File: config.mk
export PLATFORM = sky130hd
export DESIGN_NAME = van_der_pol_rk2_step
export DESIGN_NICKNAME = d
export VERILOG_FILES = /design/src/rtl/core/vdp_pkg.sv /design/src/rtl/core/vdp_front.sv /design/src/rtl/core/vdp_mul.sv /design/src/rtl/core/vdp_back.sv /design/src/rtl/core/van_der_pol_rk2_step.sv
export SDC_FILE = /design/constraint.sdc
export NUM_CORES = 2
export LEC_CHECK = 0
export BUFFER_PORTS_ARGS = -buffer_cell sky130_fd_sc_hd__buf_2
export CELL_PAD_IN_SITES_DETAIL_PLACEMENT = 1
export CELL_PAD_IN_SITES_GLOBAL_PLACEMENT = 1
export CORE_UTILIZATION = 30
export CTS_CLUSTER_DIAMETER = 200
export CTS_CLUSTER_SIZE = 20
export DETAILED_ROUTE_END_ITERATION = 8
export GPL_TIMING_DRIVEN = 0
export PLACE_DENSITY_LB_ADDON = 0.1
export SYNTH_ARGS = -nofsm -noshare
export SYNTH_HDL_FRONTEND = slang
export SYNTH_SLANG_ARGS = --single-unit
File: constraint.sdc
create_clock -name clk -period 10.3 [get_ports clk]
set_clock_uncertainty 0.15 [all_clocks]
set_input_delay 1.545 -clock clk [delete_from_list [all_inputs] [get_ports clk]]
set_output_delay 1.545 -clock clk [all_outputs]
set_load 0.005 [all_outputs]
File: src/rtl/core/vdp_pkg.sv
// ----------------------------------------------------------------------------
// vdp_pkg
// Shared types, field widths and the step program of the Van der Pol stepper.
// ----------------------------------------------------------------------------
package vdp_pkg;

	// Widths of the stream fields
	localparam int FIELD_W     = 32;
	localparam int DT_W        = 19;
	localparam int DAMP_W      = 21;
	localparam int S_TDATA_W   = 88;
	localparam int M_TDATA_W   = 64;
	localparam int QDEPTH      = 2;

	localparam logic [DAMP_W-1:0] DAMPING_RESET = 21'd327680;

	// Item kinds carried on s_tuser
	localparam logic CMD_LOAD = 1'b0;
	localparam logic CMD_STEP = 1'b1;

	// Micro-operations of the step program
	typedef enum logic [1:0] {
		UOP_ADD,
		UOP_SUB,
		UOP_MUL,
		UOP_MULH
	} uop_code_t;

	// Operand and destination registers of the back end
	typedef enum logic [3:0] {
		R_X,
		R_V,
		R_ALPHA,
		R_DT,
		R_ONE,
		R_T,
		R_K1V,
		R_K2X,
		R_XP,
		R_K2V
	} reg_sel_t;

	typedef struct packed {
		uop_code_t code;
		reg_sel_t  src_a;
		reg_sel_t  src_b;
		reg_sel_t  dst;
	} uop_t;

	typedef logic [4:0] pc_t;
	localparam pc_t PROG_LAST = 5'd19;

	// Head of the command queue
	typedef struct packed {
		logic valid;
		logic is_step;
		logic load_ovf;
	} head_t;

	// Multiplier handshake
	typedef struct packed {
		logic start;
		logic half;
	} mul_ctl_t;

	typedef struct packed {
		logic done;
		logic ovf;
	} mul_sts_t;

	// One Heun step: k1 from (x, v), predictor xp, k2 from (xp, k2x), then
	// the trapezoid update of x and v.
	function automatic uop_t micro_op(input pc_t pc);
		unique case (pc)
			5'd0:    return '{UOP_MUL,  R_X,     R_X,   R_T};
			5'd1:    return '{UOP_SUB,  R_ONE,   R_T,   R_T};
			5'd2:    return '{UOP_MUL,  R_ALPHA, R_T,   R_T};
			5'd3:    return '{UOP_MUL,  R_T,     R_V,   R_T};
			5'd4:    return '{UOP_SUB,  R_T,     R_X,   R_K1V};
			5'd5:    return '{UOP_MUL,  R_DT,    R_K1V, R_T};
			5'd6:    return '{UOP_ADD,  R_V,     R_T,   R_K2X};
			5'd7:    return '{UOP_MUL,  R_DT,    R_V,   R_T};
			5'd8:    return '{UOP_ADD,  R_X,     R_T,   R_XP};
			5'd9:    return '{UOP_MUL,  R_XP,    R_XP,  R_T};
			5'd10:   return '{UOP_SUB,  R_ONE,   R_T,   R_T};
			5'd11:   return '{UOP_MUL,  R_ALPHA, R_T,   R_T};
			5'd12:   return '{UOP_MUL,  R_T,     R_K2X, R_T};
			5'd13:   return '{UOP_SUB,  R_T,     R_XP,  R_K2V};
			5'd14:   return '{UOP_ADD,  R_V,     R_K2X, R_T};
			5'd15:   return '{UOP_MULH, R_DT,    R_T,   R_T};
			5'd16:   return '{UOP_ADD,  R_X,     R_T,   R_X};
			5'd17:   return '{UOP_ADD,  R_K1V,   R_K2V, R_T};
			5'd18:   return '{UOP_MULH, R_DT,    R_T,   R_T};
			5'd19:   return '{UOP_ADD,  R_V,     R_T,   R_V};
			default: return '{UOP_ADD,  R_T,     R_T,   R_T};
		endcase
	endfunction

endpackage

File: src/rtl/core/vdp_front.sv
// ----------------------------------------------------------------------------
// vdp_front
// Accepts items, classifies load or step, fits load values to the word and
// holds the commands in a two-entry queue for the back end.
// ----------------------------------------------------------------------------
module vdp_front #(
	parameter int WORD_WIDTH = 32
) (
	input  logic                            clk,
	input  logic                            arst_n,
	input  logic                            s_tvalid,
	output logic                            s_tready,
	input  logic [vdp_pkg::S_TDATA_W-1:0]   s_tdata,
	input  logic                            s_tuser,
	output vdp_pkg::head_t                  head,
	output logic [WORD_WIDTH-1:0]           head_pos,
	output logic [WORD_WIDTH-1:0]           head_vel,
	output logic [vdp_pkg::DT_W-1:0]        head_dt,
	input  logic                            pop
);

	localparam int FW    = vdp_pkg::FIELD_W;
	localparam int EXT_W = (WORD_WIDTH > FW) ? WORD_WIDTH : FW;
	localparam logic [WORD_WIDTH-1:0] W_MAX = {1'b0, {(WORD_WIDTH-1){1'b1}}};
	localparam logic [WORD_WIDTH-1:0] W_MIN = {1'b1, {(WORD_WIDTH-1){1'b0}}};
	localparam logic [1:0] FULL = 2'(vdp_pkg::QDEPTH);

	// Sign-extend a 32-bit field and saturate it to the word: {ovf, word}
	function automatic logic [WORD_WIDTH:0] fit_word(input logic [FW-1:0] val);
		logic [EXT_W-1:0]            ext;
		logic [EXT_W-WORD_WIDTH:0]   top_bits;
		ext      = EXT_W'(signed'(val));
		top_bits = ext[EXT_W-1:WORD_WIDTH-1];
		if (top_bits == '0 || top_bits == '1) begin
			return {1'b0, ext[WORD_WIDTH-1:0]};
		end
		return {1'b1, ext[EXT_W-1] ? W_MIN : W_MAX};
	endfunction

	logic [WORD_WIDTH:0]     pos_fit;
	logic [WORD_WIDTH:0]     vel_fit;
	logic                    is_step;
	logic                    push;

	logic [WORD_WIDTH-1:0]   pos_mem [vdp_pkg::QDEPTH];
	logic [WORD_WIDTH-1:0]   vel_mem [vdp_pkg::QDEPTH];
	logic [vdp_pkg::DT_W-1:0] dt_mem [vdp_pkg::QDEPTH];
	logic                    step_mem [vdp_pkg::QDEPTH];
	logic                    ovf_mem [vdp_pkg::QDEPTH];
	logic                    wr_q;
	logic                    rd_q;
	logic [1:0]              count_q;

	assign is_step  = (s_tuser == vdp_pkg::CMD_STEP);
	assign pos_fit  = fit_word(s_tdata[FW-1:0]);
	assign vel_fit  = fit_word(s_tdata[2*FW-1:FW]);
	assign s_tready = (count_q != FULL);
	assign push     = s_tvalid && s_tready;

	assign head.valid    = (count_q != 2'd0);
	assign head.is_step  = step_mem[rd_q];
	assign head.load_ovf = ovf_mem[rd_q];
	assign head_pos      = pos_mem[rd_q];
	assign head_vel      = vel_mem[rd_q];
	assign head_dt       = dt_mem[rd_q];

	always_ff @(posedge clk) begin
		if (push) begin
			pos_mem[wr_q]  <= pos_fit[WORD_WIDTH-1:0];
			vel_mem[wr_q]  <= vel_fit[WORD_WIDTH-1:0];
			dt_mem[wr_q]   <= s_tdata[2*FW+vdp_pkg::DT_W-1:2*FW];
			step_mem[wr_q] <= is_step;
			ovf_mem[wr_q]  <= !is_step && (pos_fit[WORD_WIDTH] || vel_fit[WORD_WIDTH]);
		end
	end

	always_ff @(posedge clk or negedge arst_n) begin
		if (!arst_n) begin
			wr_q    <= 1'b0;
			rd_q    <= 1'b0;
			count_q <= 2'd0;
		end else begin
			if (push) begin
				wr_q <= !wr_q;
			end
			if (pop) begin
				rd_q <= !rd_q;
			end
			if (push && !pop) begin
				count_q <= count_q + 2'd1;
			end else if (pop && !push) begin
				count_q <= count_q - 2'd1;
			end
		end
	end

endmodule

File: src/rtl/core/vdp_mul.sv
// ----------------------------------------------------------------------------
// vdp_mul
// Shared fixed-point multiplier: four half-word partial products through one
// multiplier, then rounding shift and saturation to the word.
// ----------------------------------------------------------------------------
module vdp_mul #(
	parameter int WORD_WIDTH = 32,
	parameter int FRAC_BITS  = 16
) (
	input  logic                  clk,
	input  logic                  arst_n,
	input  vdp_pkg::mul_ctl_t     ctl,
	input  logic [WORD_WIDTH-1:0] a,
	input  logic [WORD_WIDTH-1:0] b,
	output vdp_pkg::mul_sts_t     sts,
	output logic [WORD_WIDTH-1:0] result
);

	localparam int HALF_W = (WORD_WIDTH + 1) / 2;
	localparam int PART_W = 2 * HALF_W;
	localparam int PROD_W = 4 * HALF_W;
	localparam logic [PROD_W:0] RND_FULL = (PROD_W+1)'(1) << (FRAC_BITS - 1);
	localparam logic [PROD_W:0] RND_HALF = (PROD_W+1)'(1) << FRAC_BITS;
	localparam logic [WORD_WIDTH-1:0] W_MAX = {1'b0, {(WORD_WIDTH-1){1'b1}}};
	localparam logic [WORD_WIDTH-1:0] W_MIN = {1'b1, {(WORD_WIDTH-1){1'b0}}};
	localparam logic [2:0] PH_END = 3'd4;

	typedef enum logic [1:0] {
		M_IDLE,
		M_PP,
		M_RND,
		M_SAT
	} mstate_t;

	mstate_t               state_q;
	logic [PART_W-1:0]     ma_q;
	logic [PART_W-1:0]     mb_q;
	logic                  neg_q;
	logic                  half_q;
	logic [2:0]            ph_q;
	logic [PART_W-1:0]     pp_q;
	logic [1:0]            pp_sh_q;
	logic                  pp_vld_q;
	logic [PROD_W-1:0]     acc_q;
	logic [PROD_W:0]       q_q;
	logic [WORD_WIDTH-1:0] result_q;
	logic                  ovf_q;
	logic                  done_q;

	logic [WORD_WIDTH-1:0] a_mag;
	logic [WORD_WIDTH-1:0] b_mag;
	logic [HALF_W-1:0]     pa;
	logic [HALF_W-1:0]     pb;
	logic [PART_W-1:0]     pp_next;
	logic [PROD_W-1:0]     pp_wide;
	logic [PROD_W-1:0]     acc_next;
	logic [PROD_W:0]       rsum;
	logic [PROD_W:0]       q_next;
	logic [WORD_WIDTH-1:0] lo;
	logic [WORD_WIDTH-1:0] lim;
	logic                  sat;

	assign a_mag = a[WORD_WIDTH-1] ? -a : a;
	assign b_mag = b[WORD_WIDTH-1] ? -b : b;

	// Phase order: lo*lo, lo*hi, hi*lo, hi*hi
	assign pa      = ph_q[1] ? ma_q[PART_W-1:HALF_W] : ma_q[HALF_W-1:0];
	assign pb      = ph_q[0] ? mb_q[PART_W-1:HALF_W] : mb_q[HALF_W-1:0];
	assign pp_next = pa * pb;
	assign pp_wide = PROD_W'(pp_q);

	always_comb begin
		unique case (pp_sh_q)
			2'd0:    acc_next = acc_q + pp_wide;
			2'd3:    acc_next = acc_q + (pp_wide << PART_W);
			default: acc_next = acc_q + (pp_wide << HALF_W);
		endcase
	end

	assign rsum   = {1'b0, acc_q} + (half_q ? RND_HALF : RND_FULL);
	assign q_next = half_q ? (rsum >> (FRAC_BITS + 1)) : (rsum >> FRAC_BITS);

	assign lo  = q_q[WORD_WIDTH-1:0];
	assign lim = neg_q ? W_MIN : W_MAX;
	assign sat = (|q_q[PROD_W:WORD_WIDTH]) || (lo > lim);

	assign sts.done = done_q;
	assign sts.ovf  = ovf_q;
	assign result   = result_q;

	always_ff @(posedge clk or negedge arst_n) begin
		if (!arst_n) begin
			state_q  <= M_IDLE;
			ma_q     <= '0;
			mb_q     <= '0;
			neg_q    <= 1'b0;
			half_q   <= 1'b0;
			ph_q     <= '0;
			pp_q     <= '0;
			pp_sh_q  <= '0;
			pp_vld_q <= 1'b0;
			acc_q    <= '0;
			q_q      <= '0;
			result_q <= '0;
			ovf_q    <= 1'b0;
			done_q   <= 1'b0;
		end else begin
			done_q <= (state_q == M_SAT);
			unique case (state_q)
				M_IDLE: begin
					if (ctl.start) begin
						ma_q     <= PART_W'(a_mag);
						mb_q     <= PART_W'(b_mag);
						neg_q    <= a[WORD_WIDTH-1] ^ b[WORD_WIDTH-1];
						half_q   <= ctl.half;
						ph_q     <= '0;
						pp_vld_q <= 1'b0;
						acc_q    <= '0;
						state_q  <= M_PP;
					end
				end
				M_PP: begin
					if (ph_q != PH_END) begin
						pp_q    <= pp_next;
						pp_sh_q <= ph_q[1:0];
					end
					pp_vld_q <= (ph_q != PH_END);
					if (pp_vld_q) begin
						acc_q <= acc_next;
					end
					ph_q <= ph_q + 3'd1;
					if (ph_q == PH_END) begin
						state_q <= M_RND;
					end
				end
				M_RND: begin
					q_q     <= q_next;
					state_q <= M_SAT;
				end
				M_SAT: begin
					if (sat) begin
						result_q <= neg_q ? W_MIN : W_MAX;
					end else begin
						result_q <= neg_q ? -lo : lo;
					end
					ovf_q   <= sat;
					state_q <= M_IDLE;
				end
				default: state_q <= M_IDLE;
			endcase
		end
	end

endmodule

File: src/rtl/core/vdp_back.sv
// ----------------------------------------------------------------------------
// vdp_back
// Runs queued commands: a load sets the state, a step walks the Heun program
// through the shared multiplier and a saturating adder. Holds the result.
// ----------------------------------------------------------------------------
module vdp_back #(
	parameter int WORD_WIDTH = 32,
	parameter int FRAC_BITS  = 16
) (
	input  logic                          clk,
	input  logic                          arst_n,
	input  logic [vdp_pkg::DAMP_W-1:0]    damping,
	input  vdp_pkg::head_t                head,
	input  logic [WORD_WIDTH-1:0]         head_pos,
	input  logic [WORD_WIDTH-1:0]         head_vel,
	input  logic [vdp_pkg::DT_W-1:0]      head_dt,
	output logic                          pop,
	output logic                          m_tvalid,
	input  logic                          m_tready,
	output logic [vdp_pkg::FIELD_W-1:0]   position_out,
	output logic [vdp_pkg::FIELD_W-1:0]   velocity_out,
	output logic                          overflow
);

	localparam int FW    = vdp_pkg::FIELD_W;
	localparam int EXT_W = (WORD_WIDTH > FW) ? WORD_WIDTH : FW;
	localparam logic [WORD_WIDTH-1:0] W_MAX = {1'b0, {(WORD_WIDTH-1){1'b1}}};
	localparam logic [WORD_WIDTH-1:0] W_MIN = {1'b1, {(WORD_WIDTH-1){1'b0}}};
	localparam logic [WORD_WIDTH-1:0] ONE =
		(FRAC_BITS >= WORD_WIDTH - 1) ? W_MAX : (WORD_WIDTH'(1) << FRAC_BITS);

	typedef enum logic [1:0] {
		S_IDLE,
		S_ISSUE,
		S_WAIT,
		S_DONE
	} state_t;

	// Exact add or subtract, saturated: {ovf, word}
	function automatic logic [WORD_WIDTH:0] add_sat(input logic [WORD_WIDTH-1:0] x,
			input logic [WORD_WIDTH-1:0] y, input logic sub);
		logic [WORD_WIDTH:0] s;
		s = sub ? ({x[WORD_WIDTH-1], x} - {y[WORD_WIDTH-1], y})
		        : ({x[WORD_WIDTH-1], x} + {y[WORD_WIDTH-1], y});
		if (s[WORD_WIDTH] != s[WORD_WIDTH-1]) begin
			return {1'b1, s[WORD_WIDTH] ? W_MIN : W_MAX};
		end
		return {1'b0, s[WORD_WIDTH-1:0]};
	endfunction

	// Low 32 bits of the sign-extended word
	function automatic logic [FW-1:0] to_field(input logic [WORD_WIDTH-1:0] w);
		logic [EXT_W-1:0] ext;
		ext = EXT_W'(signed'(w));
		return ext[FW-1:0];
	endfunction

	state_t                   state_q;
	vdp_pkg::pc_t             pc_q;
	logic [WORD_WIDTH-1:0]    x_q;
	logic [WORD_WIDTH-1:0]    v_q;
	logic [WORD_WIDTH-1:0]    t_q;
	logic [WORD_WIDTH-1:0]    k1v_q;
	logic [WORD_WIDTH-1:0]    k2x_q;
	logic [WORD_WIDTH-1:0]    xp_q;
	logic [WORD_WIDTH-1:0]    k2v_q;
	logic [vdp_pkg::DT_W-1:0] dt_q;
	logic                     ovf_q;
	logic                     m_tvalid_q;
	logic [FW-1:0]            pos_out_q;
	logic [FW-1:0]            vel_out_q;
	logic                     ovf_out_q;

	vdp_pkg::uop_t            uop;
	logic [WORD_WIDTH-1:0]    opa;
	logic [WORD_WIDTH-1:0]    opb;
	logic [WORD_WIDTH:0]      alu;
	logic                     is_mul;
	vdp_pkg::mul_ctl_t        mul_ctl;
	vdp_pkg::mul_sts_t        mul_sts;
	logic [WORD_WIDTH-1:0]    mul_res;
	logic                     wr_en;
	logic [WORD_WIDTH-1:0]    wr_val;
	logic                     wr_ovf;

	assign uop = vdp_pkg::micro_op(pc_q);

	always_comb begin
		unique case (uop.src_a)
			vdp_pkg::R_X:     opa = x_q;
			vdp_pkg::R_V:     opa = v_q;
			vdp_pkg::R_ALPHA: opa = WORD_WIDTH'(damping);
			vdp_pkg::R_DT:    opa = WORD_WIDTH'(dt_q);
			vdp_pkg::R_ONE:   opa = ONE;
			vdp_pkg::R_T:     opa = t_q;
			vdp_pkg::R_K1V:   opa = k1v_q;
			vdp_pkg::R_K2X:   opa = k2x_q;
			vdp_pkg::R_XP:    opa = xp_q;
			vdp_pkg::R_K2V:   opa = k2v_q;
			default:          opa = t_q;
		endcase
		unique case (uop.src_b)
			vdp_pkg::R_X:     opb = x_q;
			vdp_pkg::R_V:     opb = v_q;
			vdp_pkg::R_ALPHA: opb = WORD_WIDTH'(damping);
			vdp_pkg::R_DT:    opb = WORD_WIDTH'(dt_q);
			vdp_pkg::R_ONE:   opb = ONE;
			vdp_pkg::R_T:     opb = t_q;
			vdp_pkg::R_K1V:   opb = k1v_q;
			vdp_pkg::R_K2X:   opb = k2x_q;
			vdp_pkg::R_XP:    opb = xp_q;
			vdp_pkg::R_K2V:   opb = k2v_q;
			default:          opb = t_q;
		endcase
	end

	assign alu    = add_sat(opa, opb, uop.code == vdp_pkg::UOP_SUB);
	assign is_mul = (uop.code == vdp_pkg::UOP_MUL) || (uop.code == vdp_pkg::UOP_MULH);

	assign mul_ctl.start = (state_q == S_ISSUE) && is_mul;
	assign mul_ctl.half  = (uop.code == vdp_pkg::UOP_MULH);

	assign wr_en  = ((state_q == S_ISSUE) && !is_mul) || ((state_q == S_WAIT) && mul_sts.done);
	assign wr_val = (state_q == S_WAIT) ? mul_res : alu[WORD_WIDTH-1:0];
	assign wr_ovf = (state_q == S_WAIT) ? mul_sts.ovf : alu[WORD_WIDTH];

	assign pop          = (state_q == S_IDLE) && head.valid;
	assign m_tvalid     = m_tvalid_q;
	assign position_out = pos_out_q;
	assign velocity_out = vel_out_q;
	assign overflow     = ovf_out_q;

	vdp_mul #(
		.WORD_WIDTH (WORD_WIDTH),
		.FRAC_BITS  (FRAC_BITS)
	) u_mul (
		.clk    (clk),
		.arst_n (arst_n),
		.ctl    (mul_ctl),
		.a      (opa),
		.b      (opb),
		.sts    (mul_sts),
		.result (mul_res)
	);

	always_ff @(posedge clk or negedge arst_n) begin
		if (!arst_n) begin
			state_q    <= S_IDLE;
			pc_q       <= '0;
			x_q        <= '0;
			v_q        <= '0;
			t_q        <= '0;
			k1v_q      <= '0;
			k2x_q      <= '0;
			xp_q       <= '0;
			k2v_q      <= '0;
			dt_q       <= '0;
			ovf_q      <= 1'b0;
			m_tvalid_q <= 1'b0;
			pos_out_q  <= '0;
			vel_out_q  <= '0;
			ovf_out_q  <= 1'b0;
		end else begin
			// S_DONE reloads the result register itself
			if (m_tvalid_q && m_tready && (state_q != S_DONE)) begin
				m_tvalid_q <= 1'b0;
			end
			if (wr_en) begin
				ovf_q <= ovf_q | wr_ovf;
				unique case (uop.dst)
					vdp_pkg::R_X:   x_q   <= wr_val;
					vdp_pkg::R_V:   v_q   <= wr_val;
					vdp_pkg::R_T:   t_q   <= wr_val;
					vdp_pkg::R_K1V: k1v_q <= wr_val;
					vdp_pkg::R_K2X: k2x_q <= wr_val;
					vdp_pkg::R_XP:  xp_q  <= wr_val;
					vdp_pkg::R_K2V: k2v_q <= wr_val;
					default: ;
				endcase
			end
			unique case (state_q)
				S_IDLE: begin
					if (head.valid) begin
						if (head.is_step) begin
							dt_q    <= head_dt;
							ovf_q   <= 1'b0;
							pc_q    <= '0;
							state_q <= S_ISSUE;
						end else begin
							x_q     <= head_pos;
							v_q     <= head_vel;
							ovf_q   <= head.load_ovf;
							state_q <= S_DONE;
						end
					end
				end
				S_ISSUE: begin
					if (is_mul) begin
						state_q <= S_WAIT;
					end else if (pc_q == vdp_pkg::PROG_LAST) begin
						state_q <= S_DONE;
					end else begin
						pc_q <= pc_q + 5'd1;
					end
				end
				S_WAIT: begin
					if (mul_sts.done) begin
						if (pc_q == vdp_pkg::PROG_LAST) begin
							state_q <= S_DONE;
						end else begin
							pc_q    <= pc_q + 5'd1;
							state_q <= S_ISSUE;
						end
					end
				end
				S_DONE: begin
					if (!m_tvalid_q || m_tready) begin
						pos_out_q  <= to_field(x_q);
						vel_out_q  <= to_field(v_q);
						ovf_out_q  <= ovf_q;
						m_tvalid_q <= 1'b1;
						state_q    <= S_IDLE;
					end
				end
				default: state_q <= S_IDLE;
			endcase
		end
	end

endmodule

File: src/rtl/core/van_der_pol_rk2_step.sv
// ----------------------------------------------------------------------------
// van_der_pol_rk2_step
// Van der Pol oscillator state with load and Heun (RK2) step items.
// ----------------------------------------------------------------------------
// Holds position x and velocity v of x'' = alpha*(1 - x*x)*x' - x in signed
// fixed point (WORD_WIDTH bits, FRAC_BITS fraction bits). A load item (s_tuser
// low) sets x and v; a step item (s_tuser high) advances them by one Heun step
// of size step_size using alpha from the damping register. Every item returns
// one result with the new x and v and a flag that is set when any value of
// that item saturated. In a step item, ten products run one after another
// through a single shared multiplier (four half-word partial products, a
// rounding shift and a saturation stage), interleaved with ten saturating
// adds, then the result is issued. Up to two items wait in the input queue
// while one is worked on and one result sits in the output register. Write
// damping only while no item is in flight.
module van_der_pol_rk2_step #(
	parameter int WORD_WIDTH = 32,
	parameter int FRAC_BITS  = 16
) (
	input  logic                           clk,
	input  logic                           arst_n,
	// damping register, alpha in the same fixed point
	input  logic                           damping_we,
	input  logic [vdp_pkg::DAMP_W-1:0]     damping_wdata,
	// input items
	input  logic                           s_tvalid,
	output logic                           s_tready,
	// load_position [31:0], load_velocity [63:32], step_size [82:64], zero pad
	input  logic [vdp_pkg::S_TDATA_W-1:0]  s_tdata,
	// op: 0 load, 1 step
	input  logic                           s_tuser,
	// result items
	output logic                           m_tvalid,
	input  logic                           m_tready,
	// position_out [31:0], velocity_out [63:32]
	output logic [vdp_pkg::M_TDATA_W-1:0]  m_tdata,
	// overflow
	output logic                           m_tuser
);

	logic [vdp_pkg::DAMP_W-1:0]  damping_q;
	vdp_pkg::head_t              head;
	logic [WORD_WIDTH-1:0]       head_pos;
	logic [WORD_WIDTH-1:0]       head_vel;
	logic [vdp_pkg::DT_W-1:0]    head_dt;
	logic                        pop;
	logic [vdp_pkg::FIELD_W-1:0] position_out;
	logic [vdp_pkg::FIELD_W-1:0] velocity_out;

	// Hold alpha; reset to 5.0
	always_ff @(posedge clk or negedge arst_n) begin
		if (!arst_n) begin
			damping_q <= vdp_pkg::DAMPING_RESET;
		end else if (damping_we) begin
			damping_q <= damping_wdata;
		end
	end

	// Front: accept, classify and queue items
	vdp_front #(
		.WORD_WIDTH (WORD_WIDTH)
	) u_front (
		.clk      (clk),
		.arst_n   (arst_n),
		.s_tvalid (s_tvalid),
		.s_tready (s_tready),
		.s_tdata  (s_tdata),
		.s_tuser  (s_tuser),
		.head     (head),
		.head_pos (head_pos),
		.head_vel (head_vel),
		.head_dt  (head_dt),
		.pop      (pop)
	);

	// Back: execute loads and steps, hold the result until taken
	vdp_back #(
		.WORD_WIDTH (WORD_WIDTH),
		.FRAC_BITS  (FRAC_BITS)
	) u_back (
		.clk          (clk),
		.arst_n       (arst_n),
		.damping      (damping_q),
		.head         (head),
		.head_pos     (head_pos),
		.head_vel     (head_vel),
		.head_dt      (head_dt),
		.pop          (pop),
		.m_tvalid     (m_tvalid),
		.m_tready     (m_tready),
		.position_out (position_out),
		.velocity_out (velocity_out),
		.overflow     (m_tuser)
	);

	assign m_tdata = {velocity_out, position_out};

	// The back end never drains an empty queue
	assert property (@(posedge clk) disable iff (!arst_n) pop |-> head.valid)
		else $error("queue popped while empty");

	// An item taken into an empty queue is at its head in the next cycle
	assert property (@(posedge clk) disable iff (!arst_n)
		(s_tvalid && s_tready && !head.valid) |=> head.valid)
		else $error("accepted item missing from queue head");

endmodule
After elaboration in Yosys (flattened, before gate mapping)
Memory sizes are Yosys's and may differ from the RTL's. A register that Yosys moved wholly into a read port is not among the register bits.
Cells that the tools add are included.
W data, S select, Z words.
- logic and storage cells: 210
- register bits: 592
- memory bits (read-only): 448
- memory bits (writable): 168
- bits in latches: 0
- memories kept: 5
- eq/ne operators: 47
- divide/modulo/power cells: 0
- bitwise operators: 2
- $add $sub $neg: 13
- $mul: 1
- reductions and logical operators: 45
- magnitude comparators: 1
- shift operators: 0
- muxes and demuxes: 64
- memories (name ; depth ; bits a word ; read ports ; clocked after Yosys merged registers in ; wr ports ; line ; RTL):
    (no name shown) ; 32 ; 14 ; 1 ; 0 ; 0 ; vdp_pkg.sv:74 ; unique case (pc)
    u_front.pos_mem ; 2 ; 32 ; 1 ; 0 ; 1 ; vdp_front.sv:45 ; logic [WORD_WIDTH-1:0] pos_mem [vdp_pkg::QDEPTH];
    u_front.vel_mem ; 2 ; 32 ; 1 ; 0 ; 1 ; vdp_front.sv:46 ; logic [WORD_WIDTH-1:0] vel_mem [vdp_pkg::QDEPTH];
    u_front.dt_mem ; 2 ; 19 ; 1 ; 1 ; 1 ; vdp_front.sv:47 ; logic [vdp_pkg::DT_W-1:0] dt_mem [vdp_pkg::QDEPTH];
    u_front.step_mem ; 2 ; 1 ; 1 ; 0 ; 1 ; vdp_front.sv:48 ; logic step_mem [vdp_pkg::QDEPTH];
- operator list (kind ; count):
    $pmux W32 S9 ; 2
    $mux W32 ; 17
    $pmux W64 S2 ; 2
    $mux W64 ; 2
    $mux W33 ; 3
    $neg A32 Y32 ; 3
    $add A64 B17 Y65 ; 1
    $add A64 B32 Y64 ; 1
    $add A64 B48 Y64 ; 1
    $add A64 B64 Y64 ; 1
    $mux W49 ; 1
    $eq A4 B3 Y1 const B ; 9
    $add A32 B32 Y33 ; 1
    $reduce_or A33 Y1 ; 1
    $sub A32 B32 Y33 ; 1
    $gt A32 B32 Y1 ; 1
    $mul A16 B16 Y32 ; 1
    $mux W16 ; 2
    $mux W5 ; 5
    $eq A4 B4 Y1 const B ; 6
    $mux W2 ; 11
    $reduce_and A2 Y1 ; 10
    $mux W17 ; 1
    $eq A4 B2 Y1 const B ; 4
    32 further kinds ; 86

Logic depth before layout (Yosys ltp)
An unclocked memory read counts as a cell.
- word-level depth: 14
- mapped depth: 39
- depth with buffers taken out: 29

Hierarchy
A second synthesis with hierarchy kept.
- cells, all modules: 6187
- area total of the unflattened synthesis: 57079.7 um^2
- modules (own cells, without submodules) (module ; area an instance (um^2) ; seq. area each (um^2) ; instances ; cells each):
    vdp_mul ; 29298.1 ; 6331.1 ; 1 ; 3506
    vdp_back ; 20644.8 ; 7932.6 ; 1 ; 2356
    vdp_front ; 6274.8 ; 5144.9 ; 1 ; 281
    van_der_pol_rk2_step ; 862.1 ; 528.0 ; 1 ; 44

Worst setup path before layout
No wires, ideal clock.
- path kind: register -> register
- start: register u_back.pc_q[0]
- end: register u_back.x_q[19]
- data arrival time: 7932 ps
- setup slack: 2127 ps
- stages on the path, launching flop included: 36
- clock period less this slack: 8173 ps
- path through: dfrtp_1 -> clkbuf_1 -> inv_1 -> ha_1 -> o21bai_1 -> o22a_1 -> clkbuf_1 -> nand2_1 -> nand2_1 -> clkbuf_1 -> buf_1 -> buf_1 -> o21bai_1 -> ha_1 -> nor2b_1 -> a32o_1 -> and4b_1 -> clkbuf_1 -> and2_1 -> a21oi_1 -> xor2_1 -> ha_1 -> a21o_1 -> a21o_1 -> a21o_1 -> a211oi_1 -> a211oi_1 -> o21ai_0 -> o21a_1 -> xnor2_1 -> clkbuf_1 -> nor3_1 -> mux2i_2 -> buf_4 -> o311ai_4 -> o221ai_1
- cells in the longest elaborated chain, start to end: 14
- ends and longest elaborated chain (element ; line ; RTL):
    start: declaration ; vdp_back.sv:59 ; vdp_pkg::pc_t pc_q;
    start signal: assignment ; vdp_back.sv:203 ; pc_q <= pc_q + 5'd1;
    start signal: assignment ; vdp_back.sv:211 ; pc_q <= pc_q + 5'd1;
    $mem_v2 Z32 W14 * ; -- ;
    $eq A4 B4 Y1, or another cell as far along ; vdp_back.sv:89 ; unique case (uop.src_a)
    $pmux W32 S9 (on tied branches) ; vdp_back.sv:89, vdp_back.sv:102 ;
    $add A32 B32 Y33 / $sub A32 B32 Y33 (equally long branches) ; vdp_back.sv:44, vdp_back.sv:43 ;
    $mux W33 ; vdp_back.sv:43 ; s = sub ? ({x[WORD_WIDTH-1], x} - {y[WORD_WIDTH-1], y})
    $mux W32 / $ne A1 B1 Y1 (equally long branches) ; vdp_back.sv:46, vdp_back.sv:45 ;
    $mux W33 / $mux W1 (equally long branches) ; vdp_back.sv:45 ; if (s[WORD_WIDTH] != s[WORD_WIDTH-1]) begin
    $mux W33 ; vdp_back.sv:48 ; return {1'b0, s[WORD_WIDTH-1:0]};
    $mux W32 ; vdp_back.sv:124 ; assign wr_val = (state_q == S_WAIT) ? mul_res : alu[WORD_WIDTH-1:0];
    $mux W32 ; vdp_back.sv:170 ; unique case (uop.dst)
    $mux W32 * ; vdp_back.sv:168 ; if (wr_en) begin
    $mux W32 ; vdp_back.sv:184 ; if (head.is_step) begin
    $mux W32 ; vdp_back.sv:183 ; if (head.valid) begin
    $mux W32 * ; vdp_back.sv:181 ; unique case (state_q)
    end signal: assignment ; vdp_back.sv:171 ; vdp_pkg::R_X: x_q <= wr_val;
    end signal: assignment ; vdp_back.sv:190 ; x_q <= head_pos;
    end: declaration ; vdp_back.sv:60 ; logic [WORD_WIDTH-1:0] x_q;
Mark *: on every way between the ends. The rest lies on a longest branch, timed or not. The select of a mux whose other input is x is not followed.
A chain may end at the register's enable or synchronous reset.

Final worst setup path
- start: register u_back.pc_q[1]
- end: register u_back.k2v_q[7]
- cells in the longest elaborated chain, start to end: 9
- ends and longest elaborated chain (element ; line ; RTL):
    $mem_v2 Z32 W14 * ; -- ;
    $eq A4 B4 Y1, or another cell as far along ; vdp_back.sv:89 ;
    $pmux W32 S9 (on tied branches) ; vdp_back.sv:89, vdp_back.sv:102 ;
    $add A32 B32 Y33 / $sub A32 B32 Y33 (equally long branches) ; vdp_back.sv:44, vdp_back.sv:43 ;
    $mux W33 ; vdp_back.sv:43 ;
    $mux W32 / $ne A1 B1 Y1 (equally long branches) ; vdp_back.sv:46, vdp_back.sv:45 ;
    $mux W33 / $mux W1 (equally long branches) ; vdp_back.sv:45 ;
    $mux W33 ; vdp_back.sv:48 ;
    $mux W32 ; vdp_back.sv:124 ;
    end signal: assignment ; vdp_back.sv:177 ; vdp_pkg::R_K2V: k2v_q <= wr_val;
    end: declaration ; vdp_back.sv:66 ; logic [WORD_WIDTH-1:0] k2v_q;
Marks and branches as above.

==> results.md <==
* RSZ-0062 raised after global routing: no
* Die area at between 0.15 and 0.2 mm²
* Worst reg2reg path startpoint: u_back.pc_q[1]
* #FFs+latches synth at 763
* Hold crit path type: flop to flop
* Grt met2 use at 0.445
* Clk sinks at roughly 760
* CP max stage delay at 0.75 ns
* I/O pins at between 150 and 200
* Post-synth EDFFs at 168
* DR pass1 iterations at 7
* Most frequent cells in the layout: 794 x nand2_1, 593 x dfrtp_1, 440 x o21ai_0, 395 x nor2_1
* Share of cells above drive strength 1 at 0.0949
* Final Setup Violations at 0
* Routed WL at around 280 mm
* # rows at around 160
* Die H at ~430 µm
* Cell area after synthesis at around 0.056 mm²
* Fill count at roughly 21k
* Library cells used by synthesis at 102
* Max Freq at between 90 and 100 MHz
* Startpoint types: flop
* Effective utilization at floorplan at 0.303
* CTS Buffer Depth at 3
* Wirelength per Cell at 31.6 µm
* Endpoints failing hold at 0
* Post-layout minimum cycle time at 10.12 ns
* Critical path fanouts, max at 10
* CTS root buffer: clkbuf_16
* Nets@finish at 6960
* Detail Route Antenna Nets at 0
* Critical Path RT at about 11 ns
* Area of the multi-input gates at between 0.03 and 0.04 mm²
* Layout Area Growth over Synthesis at 11.6%
* Slew Limit Fails at 7
* Remaining DRCs at 0
* Fin crit share at 0.982
* First-pass GRT wire length at between 300 and 400 mm
* Most common cell after layout, fill and taps aside: nand2_1
* Register Area at roughly 0.02 mm²
* Failing checks: max-capacitance violations, max-slew violations
* Measured slew at the worst slew-check pin at approximately 1.6 ns
* Total gr overflow at 0
* Setup CP Type: flop to flop
* Synthesized instance count at around 6k
* Setup TNS at 0 ns
* Rel. slew slack at -0.0652
* Worst-skew pair later-pin latency at 0.77 ns
* Hold_sp: u_back.u_mul.q_q[36]
* Reg2Reg Setup Slack at 0.18 ns
* Setup crit end kind: flop
* Register area share after synthesis at 0.357
* WP data arrival at 10.56 ns
* CP max stage cell: clkdlybuf4s15_1
* M1 GR Usage at 0.438
* Syn. warnings at 0
* Post-synth top flop: dfrtp_1
* IO buf count at 176
* Post-Syn Nets at ~6.7k
* Vias in the first global route at 51.6k
* Max-cap violations at 2
* CTS Buf Count at between 40 and 50
* Ys async rst share at 0.780
* CP Launch Point: u_back.pc_q[1]
* H-Tree Depth at 2
* Fin util at 0.339
* CTS tree: done
* Largest net degree at the start of global routing at 106
* Clock transition at path regs at 0.10 ns
* Avg Inst Size Synth at between 9 and 10 µm²
* DRT iter0 DRCs at between 4k and 5k
* Grt met3 use at 0.0438
* Gp weighted congestion at around 1
* Via/cell ratio at 5.78
* Vias at 51.2k
* Status: finished with violations
* Post-detail-place hpwl at 225 mm
* Core Footprint at roughly 0.18 mm²
* Die width at between 400 and 500 µm
* Top Usage Layer GRT: met2
* Gr usage total at 0.296
* Initial antenna violation count at 32
[through the flow]
stage	hold slack (ns)	std cells	setup slack, ns	area (µm²)
after floorplan	0.290	6083	2.13	55800
after global placement	0.310	8723	-6.81	59800
after detailed placement	0.322	8756	-2.67	60400
after CTS	0.347	8837	0.0198	62100
after global routing	0.360	8843	0.0164	62200
final	0.342	8856	0.182	62300
[Yosys cell counts (34+ instances only)]
master	count	area share
nor2_1	397	0.027
ha_1	291	0.065
o21ai_1	39	0.0035
o21ai_0	442	0.040
nand3_1	152	0.014
mux2i_1	135	0.024
nand2b_1	66	0.0074
inv_1	323	0.022
o211ai_1	48	0.0065
clkbuf_1	299	0.020
xor2_1	98	0.015
mux2_2	159	0.032
edfxtp_1	168	0.090
a22oi_1	47	0.0063
o22ai_1	38	0.0043
o31ai_1	77	0.010
a21oi_1	332	0.030
a31oi_1	83	0.0093
and2_1	51	0.0057
or3_1	34	0.0038
a21o_1	132	0.018
nand4_1	42	0.0047
fa_1	199	0.071
o21a_1	61	0.0082
a211oi_1	38	0.0051
nor3_1	83	0.0074
dfrtp_1	593	0.27
and3_1	51	0.0057
nor2b_1	48	0.0054
nand2_1	795	0.053
xnor2_1	172	0.027
[routing by layer]
layer,part of all wire,vias to the layer above
li1,-,22356
met1,0.48,26941
met2,0.43,1595
met3,0.061,291
met4,0.027,8
met5,0.00015,-
[sequential cells by signal, summed over array words and instances, names as in the netlist, 3 cells and up]
signal	cells
u_back.dt_q	19
u_back.u_mul.mb_q	32
u_back.u_mul.acc_q	64
u_back.k2v_q	32
u_back.v_q	32
u_back.u_mul.ph_q	3
u_front.pos_mem	64
damping_q	21
u_front.dt_mem	38
u_back.x_q	32
u_back.u_mul.pp_q	32
u_back.u_mul.ma_q	32
u_back.velocity_out	32
u_back.position_out	32
u_back.t_q	32
u_back.k1v_q	32
u_back.u_mul.result	32
u_back.xp_q	32
u_front.vel_mem	64
u_back.u_mul.q_q	49
u_back.pc_q	5
u_back.k2x_q	32
[worst paths after layout]
| kind | endpoint | depth (start not counted) |
|---|---|---|
| setup / recovery | u_back.k2v_q[7] | 34 |
| hold / removal | u_back.u_mul.q_q[36] | 1 |
| setup reg to reg | u_back.k2v_q[7] | 34 |
| hold reg to reg | u_back.u_mul.q_q[36] | 1 |
| max in group asynchronous | u_back.u_mul.pp_q[11] | 3 |
| min in group asynchronous | damping_q[11] | 1 |
[critical path: cells and delay by family (launching register included)]
kind / cells / cell delay (ns)
adder cells (fa/ha/maj): 3 / 0.93
XOR/XNOR: 2 / 0.43
AND/OR/NAND/NOR: 5 / 1.32
AO/OA/AOI/OAI: 16 / 4.08
flip-flops: 1 / 0.51
buffers and inverters: 8 / 2.48
[area by class of cell]
cell class,count,share of cell area
flip-flops and latches,763,0.320
diodes,14,0.000563
plain buffers,356,0.0232
clock inverters,4,0.00161
repair buffers,227,0.0259
multi-input cells,4635,0.540
well taps,2464,0.0495
clock buffers,65,0.0189
inverters,328,0.0198
[cell families after synthesis]
logic type	Yosys count	synth area share
flops	763	0.357
mux	297	0.0574
fa+ha+maj	490	0.137
simple gates	1866	0.154
buf+inv	685	0.0470
compound gates	1712	0.205
xor+xnor	270	0.0424
[what timing repair did]
item                       4_1_cts  5_1_grt
buffers inserted                13        5
hold buffers                     0        0
pin swaps                       10        2
cloned                           0        0
setup endpoints to repair      225      225
gates resized for setup         52       28
Power is not shown: default switching activity piles up to over one toggle a cycle in this logic, so the estimate is an artifact.
